[config.mk]
export PLATFORM = sky130hd
export DESIGN_NAME = battery_voltage_monitor
export DESIGN_NICKNAME = d
export VERILOG_FILES = /design/src/bvm_pkg.sv /design/src/bvm_div.sv /design/src/bvm_datapath.sv /design/src/bvm_ctrl.sv /design/src/battery_voltage_monitor.sv
export VERILOG_INCLUDE_DIRS = /design/src /design/src/src
export SDC_FILE = /design/constraint.sdc
export NUM_CORES = 1
export LEC_CHECK = 0
export BUFFER_PORTS_ARGS = -buffer_cell sky130_fd_sc_hd__buf_4
export CAP_MARGIN = 20
export CELL_PAD_IN_SITES_DETAIL_PLACEMENT = 0
export CELL_PAD_IN_SITES_GLOBAL_PLACEMENT = 1
export CORE_MARGIN = 2
export CORE_UTILIZATION = 43
export CTS_CLUSTER_SIZE = 12
export DETAILED_ROUTE_END_ITERATION = 8
export GPL_ROUTABILITY_DRIVEN = 1
export MAX_ROUTING_LAYER = met4
export PLACE_DENSITY = 0.72
export SLEW_MARGIN = 20
export SYNTH_ARGS = -nofsm -noshare
export SYNTH_HDL_FRONTEND = slang
export SYNTH_HIERARCHICAL = 1
export SYNTH_SLANG_ARGS = --single-unit
[constraint.sdc]
create_clock -name clk -period 8.85 [get_ports clk]
set_input_delay 1.3275 -clock clk [delete_from_list [all_inputs] [get_ports clk]]
set_output_delay 1.3275 -clock clk [all_outputs]
set_load 0.05 [all_outputs]
[src/battery_voltage_monitor_macros.svh]
`ifndef BATTERY_VOLTAGE_MONITOR_MACROS_SVH
`define BATTERY_VOLTAGE_MONITOR_MACROS_SVH

// same-cycle implication, disabled in reset
`define BVM_ASSERT_NOW(label, clk, rst, ante, cons) \
  label: assert property (@(posedge clk) disable iff (rst) (ante) |-> (cons)) \
    else $error("bvm assertion failed");

// next-cycle implication, disabled in reset
`define BVM_ASSERT_NEXT(label, clk, rst, ante, cons) \
  label: assert property (@(posedge clk) disable iff (rst) (ante) |=> (cons)) \
    else $error("bvm assertion failed");

`endif

[src/bvm_pkg.sv]
`timescale 1ns / 1ps
`default_nettype none
package bvm_pkg;

  localparam int MV_W           = 16;
  localparam int HYST_W         = 10;
  localparam int CFG_IDX_W      = 8;
  localparam int RING_DEPTH_DEF = 16;
  localparam int CNT_W_DEF      = $clog2(RING_DEPTH_DEF + 1);

  localparam logic [CFG_IDX_W-1:0] CFG_PRESENT  = CFG_IDX_W'(0);
  localparam logic [CFG_IDX_W-1:0] CFG_WARNING  = CFG_IDX_W'(1);
  localparam logic [CFG_IDX_W-1:0] CFG_CRITICAL = CFG_IDX_W'(2);
  localparam logic [CFG_IDX_W-1:0] CFG_HYST     = CFG_IDX_W'(3);

  localparam logic [MV_W-1:0]   PRESENT_RST  = MV_W'(10);
  localparam logic [MV_W-1:0]   WARNING_RST  = MV_W'(3400);
  localparam logic [MV_W-1:0]   CRITICAL_RST = MV_W'(3200);
  localparam logic [HYST_W-1:0] HYST_RST     = HYST_W'(100);

  typedef enum logic [1:0] {
    BAT_NONE = 2'd0,
    BAT_OK   = 2'd1,
    BAT_WARN = 2'd2,
    BAT_CRIT = 2'd3
  } bat_t;

  localparam logic [1:0] BEEP_NONE = 2'd0;
  localparam logic [1:0] BEEP_LOW  = 2'd1;
  localparam logic [1:0] BEEP_CRIT = 2'd2;

  typedef struct packed {
    logic load;
    logic update;
    logic div_start;
    logic finish;
  } cmd_t;

  typedef struct packed {
    logic div_done;
    logic out_free;
  } sts_t;

endpackage
`default_nettype wire

[src/bvm_div.sv]
`timescale 1ns / 1ps
`default_nettype none
module bvm_div import bvm_pkg::*; #(
  parameter int DVD_W = MV_W,
  parameter int DVS_W = CNT_W_DEF
) (
  input  wire logic             clk,
  input  wire logic             rst,
  input  wire logic             start,
  input  wire logic [DVD_W-1:0] dividend,
  input  wire logic [DVS_W-1:0] divisor,
  output logic      [DVD_W-1:0] quotient,
  output logic                  done
);

  localparam int STEP_W = $clog2(DVD_W);
  localparam logic [STEP_W-1:0] LAST_STEP = STEP_W'(DVD_W - 1);

  logic [DVS_W-1:0]  rem;
  logic [DVS_W-1:0]  dvs;
  logic [STEP_W-1:0] step;
  logic              busy;
  logic [DVS_W:0]    trial;
  logic [DVS_W+1:0]  diff;
  logic              fits;

  assign trial = {rem, quotient[DVD_W-1]};
  assign diff  = {1'b0, trial} - {2'b00, dvs};
  assign fits  = ~diff[DVS_W+1];

  always_ff @(posedge clk) begin
    if (rst) begin
      busy <= 1'b0;
      done <= 1'b0;
      step <= '0;
    end else if (start) begin
      busy <= 1'b1;
      done <= 1'b0;
      step <= '0;
    end else if (busy) begin
      if (step == LAST_STEP) begin
        busy <= 1'b0;
        done <= 1'b1;
      end else begin
        step <= step + STEP_W'(1);
      end
    end
  end

  always_ff @(posedge clk) begin
    if (start) begin
      quotient <= dividend;
      rem      <= '0;
      dvs      <= divisor;
    end else if (busy) begin
      quotient <= {quotient[DVD_W-2:0], fits};
      rem      <= fits ? diff[DVS_W-1:0] : trial[DVS_W-1:0];
    end
  end

endmodule
`default_nettype wire

[src/bvm_datapath.sv]
`timescale 1ns / 1ps
`default_nettype none
module bvm_datapath import bvm_pkg::*; #(
  parameter int RING_DEPTH = RING_DEPTH_DEF
) (
  input  wire logic                 clk,
  input  wire logic                 rst,
  input  wire cmd_t                 cmd,
  output sts_t                      sts,
  input  wire logic [MV_W-1:0]      voltage_sample,
  input  wire logic                 cfg_valid,
  input  wire logic [CFG_IDX_W-1:0] cfg_index,
  input  wire logic [MV_W-1:0]      cfg_data,
  input  wire logic                 result_stall,
  output logic                      result_valid,
  output logic [MV_W-1:0]           avg_voltage,
  output logic [1:0]                battery_status,
  output logic [1:0]                beep_request,
  output logic                      low_battery_failsafe,
  output logic                      clear_prevent_arming
);

  localparam int IDX_W = (RING_DEPTH > 1) ? $clog2(RING_DEPTH) : 1;
  localparam int CNT_W = $clog2(RING_DEPTH + 1);
  localparam int SUM_W = MV_W + $clog2(RING_DEPTH);
  localparam int CMP_W = MV_W + 2;
  localparam logic [IDX_W-1:0] LAST_IDX = IDX_W'(RING_DEPTH - 1);
  localparam logic [CNT_W-1:0] FULL_CNT = CNT_W'(RING_DEPTH);

  logic [MV_W-1:0]   present_threshold;
  logic [MV_W-1:0]   warning_voltage;
  logic [MV_W-1:0]   critical_voltage;
  logic [HYST_W-1:0] hysteresis;

  logic [MV_W-1:0]  ring [RING_DEPTH];
  logic [MV_W-1:0]  ring_rd;
  logic [MV_W-1:0]  sample_q;
  logic [MV_W-1:0]  old_sample;
  logic [SUM_W-1:0] running_sum;
  logic [SUM_W-1:0] running_sum_next;
  logic [IDX_W-1:0] write_index;
  logic [CNT_W-1:0] fill_count;

  logic [SUM_W-1:0] quo;
  logic             div_done;
  logic [MV_W-1:0]  avg;

  bat_t             monitor_state;
  bat_t             present_state;
  bat_t             state_next;
  logic [1:0]       beep;
  logic             failsafe;
  logic             clear;

  logic signed [CMP_W-1:0] a_s;
  logic signed [CMP_W-1:0] hy_s;
  logic signed [CMP_W-1:0] warn_lo;
  logic signed [CMP_W-1:0] warn_hi;
  logic signed [CMP_W-1:0] crit_lo;
  logic signed [CMP_W-1:0] crit_hi;

  // configuration registers
  always_ff @(posedge clk) begin
    if (rst) begin
      present_threshold <= PRESENT_RST;
      warning_voltage   <= WARNING_RST;
      critical_voltage  <= CRITICAL_RST;
      hysteresis        <= HYST_RST;
    end else if (cfg_valid) begin
      unique case (cfg_index)
        CFG_PRESENT:  present_threshold <= cfg_data;
        CFG_WARNING:  warning_voltage   <= cfg_data;
        CFG_CRITICAL: critical_voltage  <= cfg_data;
        CFG_HYST:     hysteresis        <= cfg_data[HYST_W-1:0];
        default: ;
      endcase
    end
  end

  // sample ring
  always_ff @(posedge clk) begin
    if (cmd.load) begin
      ring_rd  <= ring[write_index];
      sample_q <= voltage_sample;
    end
    if (cmd.update) begin
      ring[write_index] <= sample_q;
    end
  end

  // slots are written in order, so an unwritten slot reads as zero until full
  assign old_sample       = (fill_count == FULL_CNT) ? ring_rd : '0;
  assign running_sum_next = running_sum - SUM_W'(old_sample) + SUM_W'(sample_q);

  always_ff @(posedge clk) begin
    if (rst) begin
      running_sum <= '0;
      write_index <= '0;
      fill_count  <= '0;
    end else if (cmd.update) begin
      running_sum <= running_sum_next;
      write_index <= (write_index == LAST_IDX) ? '0 : write_index + IDX_W'(1);
      if (fill_count != FULL_CNT) begin
        fill_count <= fill_count + CNT_W'(1);
      end
    end
  end

  bvm_div #(
    .DVD_W(SUM_W),
    .DVS_W(CNT_W)
  ) u_div (
    .clk      (clk),
    .rst      (rst),
    .start    (cmd.div_start),
    .dividend (running_sum),
    .divisor  (fill_count),
    .quotient (quo),
    .done     (div_done)
  );

  assign avg = quo[MV_W-1:0];

  // battery state decision
  assign a_s     = $signed({2'b00, avg});
  assign hy_s    = $signed({{(CMP_W - HYST_W){1'b0}}, hysteresis});
  assign warn_lo = $signed({2'b00, warning_voltage}) - hy_s;
  assign warn_hi = $signed({2'b00, warning_voltage}) + hy_s;
  assign crit_lo = $signed({2'b00, critical_voltage}) - hy_s;
  assign crit_hi = $signed({2'b00, critical_voltage}) + hy_s;

  always_comb begin
    present_state = monitor_state;
    if (monitor_state == BAT_NONE && avg > present_threshold) begin
      present_state = BAT_OK;
    end else if (monitor_state != BAT_NONE && avg <= present_threshold) begin
      present_state = BAT_NONE;
    end
    state_next = present_state;
    beep       = BEEP_NONE;
    failsafe   = 1'b0;
    clear      = 1'b0;
    unique case (present_state)
      BAT_OK: begin
        if (a_s <= warn_lo) begin
          state_next = BAT_WARN;
          beep       = BEEP_LOW;
        end
      end
      BAT_WARN: begin
        clear    = 1'b1;
        failsafe = 1'b1;
        if (a_s <= crit_lo) begin
          state_next = BAT_CRIT;
          beep       = BEEP_CRIT;
        end else if (a_s > warn_hi) begin
          state_next = BAT_OK;
        end else begin
          beep = BEEP_LOW;
        end
      end
      BAT_CRIT: begin
        failsafe = 1'b1;
        if (a_s > crit_hi) begin
          state_next = BAT_WARN;
          beep       = BEEP_LOW;
        end else begin
          beep = BEEP_CRIT;
        end
      end
      default: ;
    endcase
  end

  always_ff @(posedge clk) begin
    if (rst) begin
      monitor_state <= BAT_NONE;
    end else if (cmd.finish) begin
      monitor_state <= state_next;
    end
  end

  // output word register
  always_ff @(posedge clk) begin
    if (rst) begin
      result_valid <= 1'b0;
    end else if (cmd.finish) begin
      result_valid <= 1'b1;
    end else if (!result_stall) begin
      result_valid <= 1'b0;
    end
  end

  always_ff @(posedge clk) begin
    if (cmd.finish) begin
      avg_voltage          <= avg;
      battery_status       <= state_next;
      beep_request         <= beep;
      low_battery_failsafe <= failsafe;
      clear_prevent_arming <= clear;
    end
  end

  assign sts.div_done = div_done;
  assign sts.out_free = !result_valid || !result_stall;

endmodule
`default_nettype wire

[src/bvm_ctrl.sv]
`timescale 1ns / 1ps
`default_nettype none
module bvm_ctrl import bvm_pkg::*; (
  input  wire logic clk,
  input  wire logic rst,
  input  wire logic sample_valid,
  output logic      sample_stall,
  output cmd_t      cmd,
  input  wire sts_t sts
);

  typedef enum logic [4:0] {
    S_IDLE   = 5'b00001,
    S_UPDATE = 5'b00010,
    S_START  = 5'b00100,
    S_DIV    = 5'b01000,
    S_FINISH = 5'b10000
  } state_t;

  state_t state;
  state_t state_next;

  always_ff @(posedge clk) begin
    if (rst) begin
      state <= S_IDLE;
    end else begin
      state <= state_next;
    end
  end

  always_comb begin
    state_next    = state;
    cmd           = '0;
    sample_stall  = 1'b1;
    unique case (state)
      S_IDLE: begin
        sample_stall = 1'b0;
        if (sample_valid) begin
          cmd.load   = 1'b1;
          state_next = S_UPDATE;
        end
      end
      S_UPDATE: begin
        cmd.update = 1'b1;
        state_next = S_START;
      end
      S_START: begin
        cmd.div_start = 1'b1;
        state_next    = S_DIV;
      end
      S_DIV: begin
        if (sts.div_done) begin
          state_next = S_FINISH;
        end
      end
      S_FINISH: begin
        if (sts.out_free) begin
          cmd.finish = 1'b1;
          state_next = S_IDLE;
        end
      end
      default: begin
        state_next = S_IDLE;
      end
    endcase
  end

endmodule
`default_nettype wire

[src/battery_voltage_monitor.sv]
// Battery voltage monitor.
// Sample channel: voltage_sample with sample_valid / sample_stall; a word is
// taken when sample_valid is high and sample_stall is low. Result channel:
// avg_voltage, battery_status, beep_request, low_battery_failsafe and
// clear_prevent_arming with result_valid / result_stall, one word per sample.
// Config channel: cfg_index / cfg_data with cfg_valid / cfg_ready, always
// ready; indexes 0..3 are present, warning, critical and hysteresis, others
// are dropped. Write config only while no sample is in flight.
// The sample passes the load, update, divider-start, divide and finish states
// before result_valid rises; the running sum is SUM_W = 16 + log2(RING_DEPTH)
// bits wide, and the pace of samples is set by the bit-serial divider of the
// running sum by the fill count, one bit a cycle.
// Samples are taken one at a time; the next one is taken while the previous
// result waits in the output register.
// Reset: ring sum, fill count and write index clear, state goes to not
// present, thresholds return to 10, 3400, 3200 and 100 mV.
// Stall: a held result stays stable; a finished word waits until the
// output register frees, and sample_stall stays high until then.
`timescale 1ns / 1ps
`default_nettype none
`include "battery_voltage_monitor_macros.svh"
module battery_voltage_monitor import bvm_pkg::*; #(
  parameter int RING_DEPTH = RING_DEPTH_DEF
) (
  input  wire logic                 clk,
  input  wire logic                 rst,
  input  wire logic                 sample_valid,
  output logic                      sample_stall,
  input  wire logic [MV_W-1:0]      voltage_sample,
  output logic                      result_valid,
  input  wire logic                 result_stall,
  output logic [MV_W-1:0]           avg_voltage,
  output logic [1:0]                battery_status,
  output logic [1:0]                beep_request,
  output logic                      low_battery_failsafe,
  output logic                      clear_prevent_arming,
  input  wire logic                 cfg_valid,
  output logic                      cfg_ready,
  input  wire logic [CFG_IDX_W-1:0] cfg_index,
  input  wire logic [MV_W-1:0]      cfg_data
);

  cmd_t cmd;
  sts_t sts;

  assign cfg_ready = 1'b1;

  bvm_ctrl u_ctrl (
    .clk          (clk),
    .rst          (rst),
    .sample_valid (sample_valid),
    .sample_stall (sample_stall),
    .cmd          (cmd),
    .sts          (sts)
  );

  bvm_datapath #(
    .RING_DEPTH(RING_DEPTH)
  ) u_datapath (
    .clk                  (clk),
    .rst                  (rst),
    .cmd                  (cmd),
    .sts                  (sts),
    .voltage_sample       (voltage_sample),
    .cfg_valid            (cfg_valid && cfg_ready),
    .cfg_index            (cfg_index),
    .cfg_data             (cfg_data),
    .result_stall         (result_stall),
    .result_valid         (result_valid),
    .avg_voltage          (avg_voltage),
    .battery_status       (battery_status),
    .beep_request         (beep_request),
    .low_battery_failsafe (low_battery_failsafe),
    .clear_prevent_arming (clear_prevent_arming)
  );

  `BVM_ASSERT_NEXT(a_busy_after_take, clk, rst, sample_valid && !sample_stall, sample_stall)
  `BVM_ASSERT_NOW(a_clear_needs_failsafe, clk, rst, result_valid && clear_prevent_arming, low_battery_failsafe)
  `BVM_ASSERT_NOW(a_absent_quiet, clk, rst, result_valid && battery_status == BAT_NONE, beep_request == BEEP_NONE && !low_battery_failsafe)
  `BVM_ASSERT_NOW(a_beep_code, clk, rst, result_valid, beep_request == BEEP_NONE || beep_request == BEEP_LOW || beep_request == BEEP_CRIT)

endmodule
`default_nettype wire
# Word level (Yosys, flattened, before mapping)
# Memory sizes are Yosys's and may differ from the RTL's. A register that Yosys moved wholly into a read port is not among the register bits.
# Cells that the tools add are included.
classes:
  reduce_logical: 19
  n_addsub: 10
  mux: 37
  n_bitwise: 2
  n_lt_le_gt_ge: 6
  n_eq_ne: 19
op_table:
  columns: ["op", "n"]
  rows:
  - ["$mux W20", 2]
  - ["$gt A17 B18 Y1", 2]
  - ["$le A17 B18 Y1", 2]
  - ["$add A16 B10 Y17", 2]
  - ["$sub A16 B10 Y17", 2]
  - ["$pmux W5 S5", 1]
  - ["$add A20 B16 Y20", 1]
  - ["$mux W5", 4]
  - ["$sub A20 B16 Y20", 1]
  - ["$mux W1", 18]
  - ["$eq A8 B2 Y1 const B", 2]
  - ["$gt A16 B16 Y1", 1]
  - ["$le A16 B16 Y1", 1]
  - ["$mux W16", 1]
  - ["$mux W2", 8]
  - ["$eq A5 B5 Y1 const B", 3]
  - ["$reduce_and A2 Y1", 7]
  - ["$pmux W2 S3", 2]
  - ["$add A5 B1 Y5 const B", 2]
  - ["$eq A8 B1 Y1 const B", 1]
  - ["$logic_not A8 Y1", 1]
  - ["$sub A6 B5 Y7", 1]
  - ["$eq A5 B1 Y1 const B", 1]
  - ["$eq A5 B2 Y1 const B", 1]
  - ["18 further kinds", 26]
totals:
  output_inout_bits: 25
  memories: 1
  register_bits: 170
  ramBits: 256
memory_table:
  columns: ["memory", "depth", "width", "rd", "rd_clocked_by_memory_dff", "wr", "line_no", "rtl"]
  rows:
  - ["u_datapath.ring", 16, 16, 1, 1, 1, "bvm_datapath.sv:35", "logic [MV_W-1:0] ring [RING_DEPTH];"]

# Depth between registers and ports, before layout
# Gate-level depths: netlist (run 1).
logic_depth:
  ltp_word: 7
  depth_mapped: 19
  depth_no_buf: 19

# Modules after synthesis
# The synthesis (run 1) kept the hierarchy.
modules_own_cells:
  columns: ["module", "cells_each", "seq_area_each_um2", "area_each_um2", "n_inst"]
  rows:
  - ["bvm_datapath", 1545, 11110.7, 20335.8, 1]
  - ["bvm_div", 129, 991.0, 1707.9, 1]
  - ["bvm_ctrl", 37, 100.1, 315.3, 1]
  - ["battery_voltage_monitor", 2, 0.0, 11.3, 1]

# Worst setup path before layout (run 1)
# No wires, ideal clock.
synth_path:
  path_kind: "flip-flop to flip-flop"
  start: "register u_datapath.hysteresis[1]"
  end: "register u_datapath.monitor_state[1]"
  setup_ps: 103
  arrival_ps: 3808
  t_required_ps: 8747
  path_stages_with_launch: 18
  path_buffers: 0
  slack_ps: 4939
  path_cell_list: "dfxtp_1 inv_1 ha_1 nor2b_1 o21ai_0 a21boi_0 o21ai_0 a21oi_1 o21ai_1 or3b_2 xor2_1 ha_1 o21a_1 o21ai_0 nand2b_1 a32o_1 and4_1 a2111oi_2"
synth_between:
  elab_chain_cells: 5
  word_cells_on_any_way: 13
  cone_classes: "add/sub (4); order compare (4); mux (5)"
synth_lines:
  columns: ["element", "line_no", "rtl"]
  rows:
  - ["start: declaration", "bvm_datapath.sv:33", "logic [HYST_W-1:0] hysteresis;"]
  - ["start signal: assignment", "bvm_datapath.sv:74", "CFG_HYST: hysteresis <= cfg_data[HYST_W-1:0];"]
  - ["$add A16 B10 Y17", "bvm_datapath.sv:128", "assign warn_hi = $signed({2'b00, warning_voltage}) + hy_s;"]
  - ["$gt A17 B18 Y1", "bvm_datapath.sv:156", "end else if (a_s > warn_hi) begin"]
  - ["$mux W2", "bvm_datapath.sv:156", null]
  - ["$mux W2", "bvm_datapath.sv:153", "if (a_s <= crit_lo) begin"]
  - ["$pmux W2 S3 (*)", "bvm_datapath.sv:143", "unique case (present_state)"]
  - ["end signal: assignment", "bvm_datapath.sv:179", "monitor_state <= state_next;"]
  - ["end: declaration", "bvm_datapath.sv:48", "bat_t monitor_state;"]
# Mark *: on every way between the ends. The rest lies on a longest branch, timed or not.
# A chain may end at the register's enable or synchronous reset.

# Worst setup path in the final report (run 1)
# Same ends and word-level chain as after synthesis.

==> results by group, run 1 <==
Outcome
  • Status: completed

Run
  • Max Cap Violations: 0

STA
  • Final Setup Violations: 0
  • Max Clock Skew: 0.04227 ns
  • Max frequency: 225.6 MHz
  • Final-report hold violation count: 0
  • Relative slew slack: 25.37%
  • RSZ-0062 raised after global routing: false
  • Fin Hold WS: 0.4827 ns
  • Final worst setup slack: 4.418 ns
  • Slew @ Worst Pin: 1.120 ns
  • Tmin final: 4.432 ns
  • Pins Over Slew Limit: 0
  • Setup TNS: 0 ns
  • Final Cycle Share: 50.08%

Clocking
  • Post-CTS sizing: 0
  • Root Buffer: clkbuf_16
  • CTS Buf Count: 49
  • Hold-fix buffers, CTS: 0
  • CTS tree: yes
  • Clk buf depth: 3
  • # Post-CTS Setup Buffers: 0
  • H-Tree Depth: 2
  • Clk sinks: 442
  • Clk slew on worst S/H paths: 0.06 ns
  • Worst-Skew Late Latency: 0.61 ns

Place
  • Detailed placement HPWL: 34910 µm
  • Gp weighted congestion: 0.8824
  • Port buffer count: 68
  • Post-placement setup slack: 4.411 ns

Floorplan
  • Core Footprint: 51410 µm²
  • Die Y: 232.1 µm
  • Die area: 53860 µm²
  • Die width: 232.1 µm
  • Initial Util: 43.52%
  • IO Pins: 70
  • Row cnt: 83

Yosys
  • Ys Warns: 6
  • Synthesized cell area: 22370 µm²
  • Post-synth EDFFs: 335
  • Synth unique cells: 89
  • Syn Area/Cell: 13.06 µm²
  • Area contributors post-synth: edfxtp_1, dfxtp_1, ha_1
  • Register bit count reported by yosys: 442
  • Seq/Total Area, Yosys: 54.54%
  • Fraction of registers with async set/reset: 0%
  • Largest area contributor in the netlist: edfxtp_1
  • Syn Inst Count: 1713
  • Syn_nets: 1931
  • Main synth FF type: edfxtp_1
  • Synth top area share: 44.97%

Worst setup path
  • Slowest CP cell: dfxtp_1
  • Worst path depth: 17
  • Critical Path Source: u_datapath/hysteresis[1]
  • Crit path DAT: 4.92 ns
  • Worst path cell trace: inv_1, ha_1, nor2b_1, o21ai_0, a21boi_0, o21ai_0, a21oi_1, o21ai_1, or3b_2, xor2_1, ha_1, o21a_1, o21ai_0, nand2b_1, a32o_1, and4_1, a2111oi_2
  • Worst stage delay on the critical path: 0.55 ns
  • Crit start category: register
  • R2r startpoint: u_datapath/hysteresis[1]
  • CP Capture Type: register
  • Worst EP required: 9.34 ns
  • WS Path Type: register to register
  • Reg2Reg Depth: 17
  • Family with the most delay on the worst path: compound AO/OA/AOI/OAI gates
  • Most used cell, CP: o21ai_0
  • Worst r2r dst: u_datapath/monitor_state[1]
  • Critical Path Sink: u_datapath/monitor_state[1]
  • Crit path buffers/inverters: 1
  • R2r setup slk: 4.42 ns
  • Crit path max fanout: 8

Detailed routing
  • Met3 WL: 2185 µm
  • Max Used Layer: met4
  • WL/cell: 20.78 µm
  • Vias: 13560
  • Number of detailed-route iterations in the first pass: 5
  • Metal1 wirelength: 22070 µm
  • Initial drt markers: 864
  • Routed Antenna Nets: 0
  • DR vias/cell: 5.408
  • Metal2 WL: 26430 µm
  • Post-route DRC: 0
  • Routed WL: 52110 µm

Min path
  • Hold Path Class: register to register
  • Worst hold path depth: 2

Layout
  • Final nets: 2011
  • Ratio of cells with drive above 1 in the final layout: 16.91%
  • Final Util: 49.11%
  • Synth-to-Final Area Change: 12.85%
  • Inserted Diodes: 0

GRT
  • Gr ovfl total: 0
  • Largest net degree at the start of global routing: 77
  • Initial antenna violation count: 0
  • Vias in the first global route: 13720
  • First-pass GRT wire length: 80670 µm
  • GRT Total Usage: 20.37%

Power
  • Leakage: 9.346 nW
  • Power per standard cell area: 179.6 nW/µm²
  • Total Power: 0.004533 W
  • Peak VDD IR: 209.1 µV
==> where the power goes <==
group | internal, W | switching [W] | total [W]
Clock | 0.00114 | 0.000819 | 0.00196
Sequential | 0.00226 | 0.0000387 | 0.00230
Combinational | 0.000122 | 0.000151 | 0.000273
Total | 0.00352 | 0.00101 | 0.00453
==> registers in the layout, summed over array words and instances, names as in the netlist, 10 cells and up <==
| register | count |
|---|---|
| u_datapath/ring | 256 |
| u_datapath/running_sum | 20 |
| u_datapath/u_div/quotient | 20 |
| u_datapath/avg_voltage | 16 |
| u_datapath/critical_voltage | 16 |
| u_datapath/present_threshold | 16 |
| u_datapath/ring_rd | 16 |
| u_datapath/sample_q | 16 |
| u_datapath/warning_voltage | 16 |
| u_datapath/hysteresis | 10 |
==> worst min-delay path by stage <==
stage	startpoint	slack, ns	endpoint
final	u_datapath/critical_voltage[0]	0.48	u_datapath/critical_voltage[0]
after floorplan	u_datapath/fill_count[4]	0.44	u_datapath/u_div/dvs[4]
after global routing	u_datapath/critical_voltage[0]	0.50	u_datapath/critical_voltage[0]
after detailed placement	u_datapath/fill_count[4]	0.47	u_datapath/u_div/dvs[4]
after global placement	u_datapath/fill_count[4]	0.46	u_datapath/u_div/dvs[4]
after CTS	u_datapath/fill_count[4]	0.49	u_datapath/u_div/dvs[4]
==> cell families (layout without fill, tap and decap cells) <==
| kind of cell | after synthesis | after routing | synth area share (%) |
|---|---|---|---|
| flip-flops | 442 | 442 | 54.54 |
| AND/OR/NAND/NOR | 413 | 413 | 9.374 |
| AO/OA/AOI/OAI | 254 | 254 | 7.831 |
| buffers and inverters | 207 | 321 | 3.675 |
| adder cells (fa/ha/maj) | 173 | 173 | 10.38 |
| multiplexers | 154 | 154 | 11.48 |
| XOR/XNOR | 69 | 69 | 2.701 |
| other | 1 | 1 | 0.01676 |
==> per-stage QoR <==
step | std cells | area, µm²
final | 2507 | 25240
after global routing | 2507 | 25240
after CTS | 2505 | 25200
after detailed placement | 2420 | 23640
after global placement | 2420 | 23640
after floorplan | 1713 | 22370
==> per-layer routing <==
metal | track usage [%] | vias up
met4 | 6.010 | 0
met1 | 25.09 | 6692
met3 | 3.205 | 88
met2 | 34.65 | 307
met5 | - | -
li1 | - | 6470
==> cell type report <==
type,count,area [µm²]
clock buffer,72,1374
clock inverter,13,185.2
fill,4483,26160
inverter,144,540.5
multi-input combinational,1064,9369
sequential,442,12210
tap,680,850.8
timing repair buffer,92,718.2
==> placed cells by master (no fill, tap or decap), drive strengths merged, types with 28 or more instances in the layout <==
cell	instances
nor3	28
inv	146
nor2	112
buf	92
and2	35
o21ai	42
dfxtp	107
nand2	99
edfxtp	335
mux2i	54
mux4	80
ha	152
a21oi	79
xor2	35
clkbuf	72
a21o	30
xnor2	34
==> cell usage after synthesis (4+ instances only) <==
library cell	instances
a211oi_1	10
a21boi_0	4
a21o_1	30
a21oi_1	76
a31oi_1	8
and2_1	35
and3_1	11
and4_1	5
buf_1	7
buf_2	12
clkbuf_1	36
dfxtp_1	107
edfxtp_1	335
fa_1	21
ha_1	152
inv_1	144
mux2_2	20
mux2i_1	54
mux4_2	80
nand2_1	97
nand2b_1	10
nand3_1	27
nand3b_1	5
nand4_1	20
nor2_1	111
nor2b_1	23
nor3_1	24
nor3_2	4
nor3b_1	4
nor4_1	4
o211ai_1	9
o21a_1	12
o21ai_0	34
o21ai_1	4
o21bai_1	11
o22ai_1	5
o31a_1	5
or2_2	7
or3_1	5
xnor2_1	34
xor2_1	35
==> worst register-to-register path, delay by kind of cell, from the launching register on <==
kind,cells,cell delay (ns)
AO/OA/AOI/OAI,9,1.98
flip-flops,1,0.55
adder cells (fa/ha/maj),2,0.61
buffers and inverters,1,0.13
AND/OR/NAND/NOR,4,0.92
XOR/XNOR,1,0.16
No activity file was read; power rests on OpenSTA's default activity.
==> run 2, diff against run 1 <==
==> constraint.sdc (replaced) <==
create_clock -name clk -period 4.23 [get_ports clk]
set_input_delay 0.6345 -clock clk [delete_from_list [all_inputs] [get_ports clk]]
set_output_delay 0.6345 -clock clk [all_outputs]
set_load 0.05 [all_outputs]
==> run 2 against run 1 <==
Global-route usage rose by 0.37 points. Cell area grew 0.94%. Sequential share of layout area decreased by 0.44 points. Critical path type unchanged. Register-to-register slack worse by 4.2 ns. First-iteration DRC count is 4.6% higher.
==> results by group, run 2 (synthesized netlist as in run 1, its figures left out) <==
Clocking
  • Worst-Skew Late Latency: 0.59 ns (-0.02 ns)
  • H-Tree Depth: 2 (unchanged)
  • CTS tree: yes
  • Root Buffer: clkbuf_16
  • Clk buf depth: 3 (unchanged)
  • CTS Buf Count: 49 (unchanged)
  • Clk slew on worst S/H paths: 0.07 ns (about the same)
  • Clk sinks: 442 (unchanged)

Outcome
  • Status: completed

Worst setup path
  • Worst r2r dst: u_datapath/monitor_state[1]
  • Critical Path Source: u_datapath/hysteresis[0]
  • R2r setup slk: 0.21 ns (-4.20 ns)
  • CP Capture Type: register
  • Crit path DAT: 4.51 ns (-0.41 ns)
  • Crit start category: register
  • Worst EP required: 4.73 ns (-4.61 ns)
  • Critical Path Sink: u_datapath/monitor_state[1]
  • Crit path max fanout: 5 (-3)
  • Worst path cell trace: ha_1, fa_1, nor2b_1, o311ai_2, nand3_2, a31oi_1, o21ai_0, nand3_1, ha_1, a21o_1, a21o_1, a21oi_1, o211ai_1, o21ai_0, a31oi_2, and4_1, a2111oi_2
  • R2r startpoint: u_datapath/hysteresis[0]
  • Slowest CP cell: fa_1
  • Reg2Reg Depth: 17 (unchanged)
  • WS Path Type: register to register
  • Worst stage delay on the critical path: 0.41 ns (-0.14 ns)

Layout
  • Most frequent cells in the layout: edfxtp_1, ha_1, inv_1, buf_4, nor2_1
  • Design area: 25480 µm² (+0.94%)
  • Reg with most FFs: u_datapath/ring
  • Commonest non-fill, non-tap cell in the layout: edfxtp_1
  • Synth-to-Final Area Change: 13.91%
  • Regs by FF count: u_datapath/ring: 256 flops, u_datapath/running_sum: 20 flops, u_datapath/u_div/quotient: 20 flops
  • Max reg flops: 256 (unchanged)
  • Ratio of cells with drive above 1 in the final layout: 19.03% (+2.1 points)
  • Inserted Diodes: 0 (unchanged)
  • Final nets: 2039 (+1.4%)

Detailed routing
  • Vias: 13740 (+1.3%)
  • Number of detailed-route iterations in the first pass: 7 (+2)
  • Post-route DRC: 0 (unchanged)
  • Initial drt markers: 904 (+4.6%)
  • WL/cell: 20.80 µm (about the same)
  • Routed Antenna Nets: 0 (unchanged)
  • Routed WL: 52740 µm (+1.2%)
  • DR vias/cell: 5.419 (+0.20%)

Power
  • Register share of total power: 51.0% (+0.3 points)
  • Leakage: 9.470 nW (+1.3%)
  • Peak VDD IR: 327.4 µV (+57%)
  • P_int: 0.007310 W (+110%)
  • Switching part of the total: 22.51% (+0.27 points)
  • Power share of the clock group: 42.9% (-0.3 points)
  • Combinational share of power: 6.1% (about the same)
  • Total Power: 0.009433 W (+110%)
  • Power per standard cell area: 370.2 nW/µm² (+110%)
  • NetSw: 0.002124 W (+110%)

Floorplan
  • Die width: 232.1 µm (unchanged)
  • Die Y: 232.1 µm (unchanged)
  • Core Footprint: 51410 µm² (unchanged)
  • Initial Util: 43.52% (unchanged)
  • Row cnt: 83 (unchanged)
  • IO Pins: 70 (unchanged)
  • Die area: 53860 µm² (unchanged)

STA
  • Max frequency: 249.1 MHz (+10%)
  • Relative slew slack: 33.67% (+8.3 points)
  • Final Cycle Share: 94.92% (+45 points)
  • Final-report hold violation count: 0 (unchanged)
  • Pins Over Slew Limit: 0 (unchanged)
  • Tmin final: 4.015 ns (-0.4166 ns)
  • Slew @ Worst Pin: 0.9939 ns (-0.1256 ns)
  • Max Clock Skew: 0.01740 ns (-0.02488 ns)
  • Final Setup Violations: 0 (unchanged)

GRT
  • Initial antenna violation count: 0 (unchanged)
  • First-pass GRT wire length: 81990 µm (+1.6%)
  • Vias in the first global route: 14070 (+2.6%)
  • GRT Total Usage: 20.73% (+0.37 points)
  • Gr ovfl total: 0 (unchanged)
  • Largest net degree at the start of global routing: 61 (-21%)

Place
  • Dpl cell area: 23840 µm² (+0.84%)
  • Gp weighted congestion: 0.9086 (+3.0%)
  • Port buffer count: 68 (unchanged)
  • Detailed placement HPWL: 35570 µm (+1.9%)

Min path
  • Hold Path Class: input pin to register

Run
  • Max Cap Violations: 0 (unchanged)
-- run 2: cell types whose count changed in the layout (fill, tap and decap cells not counted), sizes merged --
| cell | before | now |
|---|---|---|
| inv | 146 | 144 |
| buf | 92 | 120 |
| clkinvlp | 1 | 2 |
| clkbuf | 72 | 62 |
| clkinv | 8 | 19 |
-- run 2: repair_timing --
| action | CTS | global route |
|---|---|---|
| buffers inserted | 0 | 3 |
| hold buffers | 0 | 0 |
| resized for setup | 0 | 23 |
| setup endpoints to repair | 0 | 6 |
-- run 2: worst min path at each step --
stage                                 start                        end  slack (ns)  depth (start not counted)
5_1_grt                  voltage_sample[13]    u_datapath/sample_q[13]        0.20                          1
3_5_place_dp   u_datapath/u_div/quotient[0]  u_datapath/avg_voltage[0]        0.47                          0
6_report                  voltage_sample[4]     u_datapath/sample_q[4]        0.22                          1
3_3_place_gp       u_datapath/fill_count[4]    u_datapath/u_div/dvs[4]        0.47                          0
2_1_floorplan      u_datapath/fill_count[4]    u_datapath/u_div/dvs[4]        0.44                          0
4_1_cts                   voltage_sample[4]     u_datapath/sample_q[4]        0.18                          1
-- run 2: layout make-up --
type / instances / area (µm²)
inverters: 144 / 540.5
repair buffers: 120 / 900.9
clock inverters: 23 / 211.5
flip-flops and latches: 442 / 12210
fillers: 4460 / 25920
clock buffers: 62 / 1315
multi-input cells: 1064 / 9454
well taps: 680 / 850.8
-- run 2: worst max-delay path, delay by kind of cell, from the launching register on --
family / cells / cell delay [ns]
AO/OA/AOI/OAI: 10 / 1.91
adder cells (fa/ha/maj): 3 / 0.89
AND/OR/NAND/NOR: 4 / 0.74
flip-flops: 1 / 0.37
-- run 2: power by group through the flow --
| stage | logic [W] | clock network, W | registers, W |
|---|---|---|---|
| 2_1_floorplan | 0.000423 | 0 | 0.00487 |
| 3_3_place_gp | 0.000574 | 0 | 0.00490 |
| 3_5_place_dp | 0.000581 | 0 | 0.00490 |
| 4_1_cts | 0.000583 | 0.00416 | 0.00481 |
| 5_1_grt | 0.000645 | 0.00433 | 0.00482 |
| 6_report | 0.000577 | 0.00405 | 0.00481 |
-- run 2: routing by layer --
metal  part of all wire (%)  up-vias  track usage (%)
li1                       -     6532                -
met4                    2.7        0            6.931
met1                     43     6825            25.55
met2                     50      287            35.43
met3                    4.0       92            2.566
met5                      0        -                -
-- run 2: per-stage QoR --
step | setup TNS (ns) | worst slack (ns) | std cells | hold WS [ns] | utilization, %
4_1_cts | 0 | 0.06627 | 2532 | 0.1839 | 49.35
3_5_place_dp | 0 | 0.09478 | 2447 | 0.4710 | 46.38
3_3_place_gp | 0 | 0.1556 | 2447 | 0.4675 | 46.38
6_report | 0 | 0.2148 | 2535 | 0.2166 | 49.57
5_1_grt | -0.007093 | -0.007093 | 2535 | 0.1961 | 49.57
2_1_floorplan | 0 | 0.3187 | 1713 | 0.4412 | -
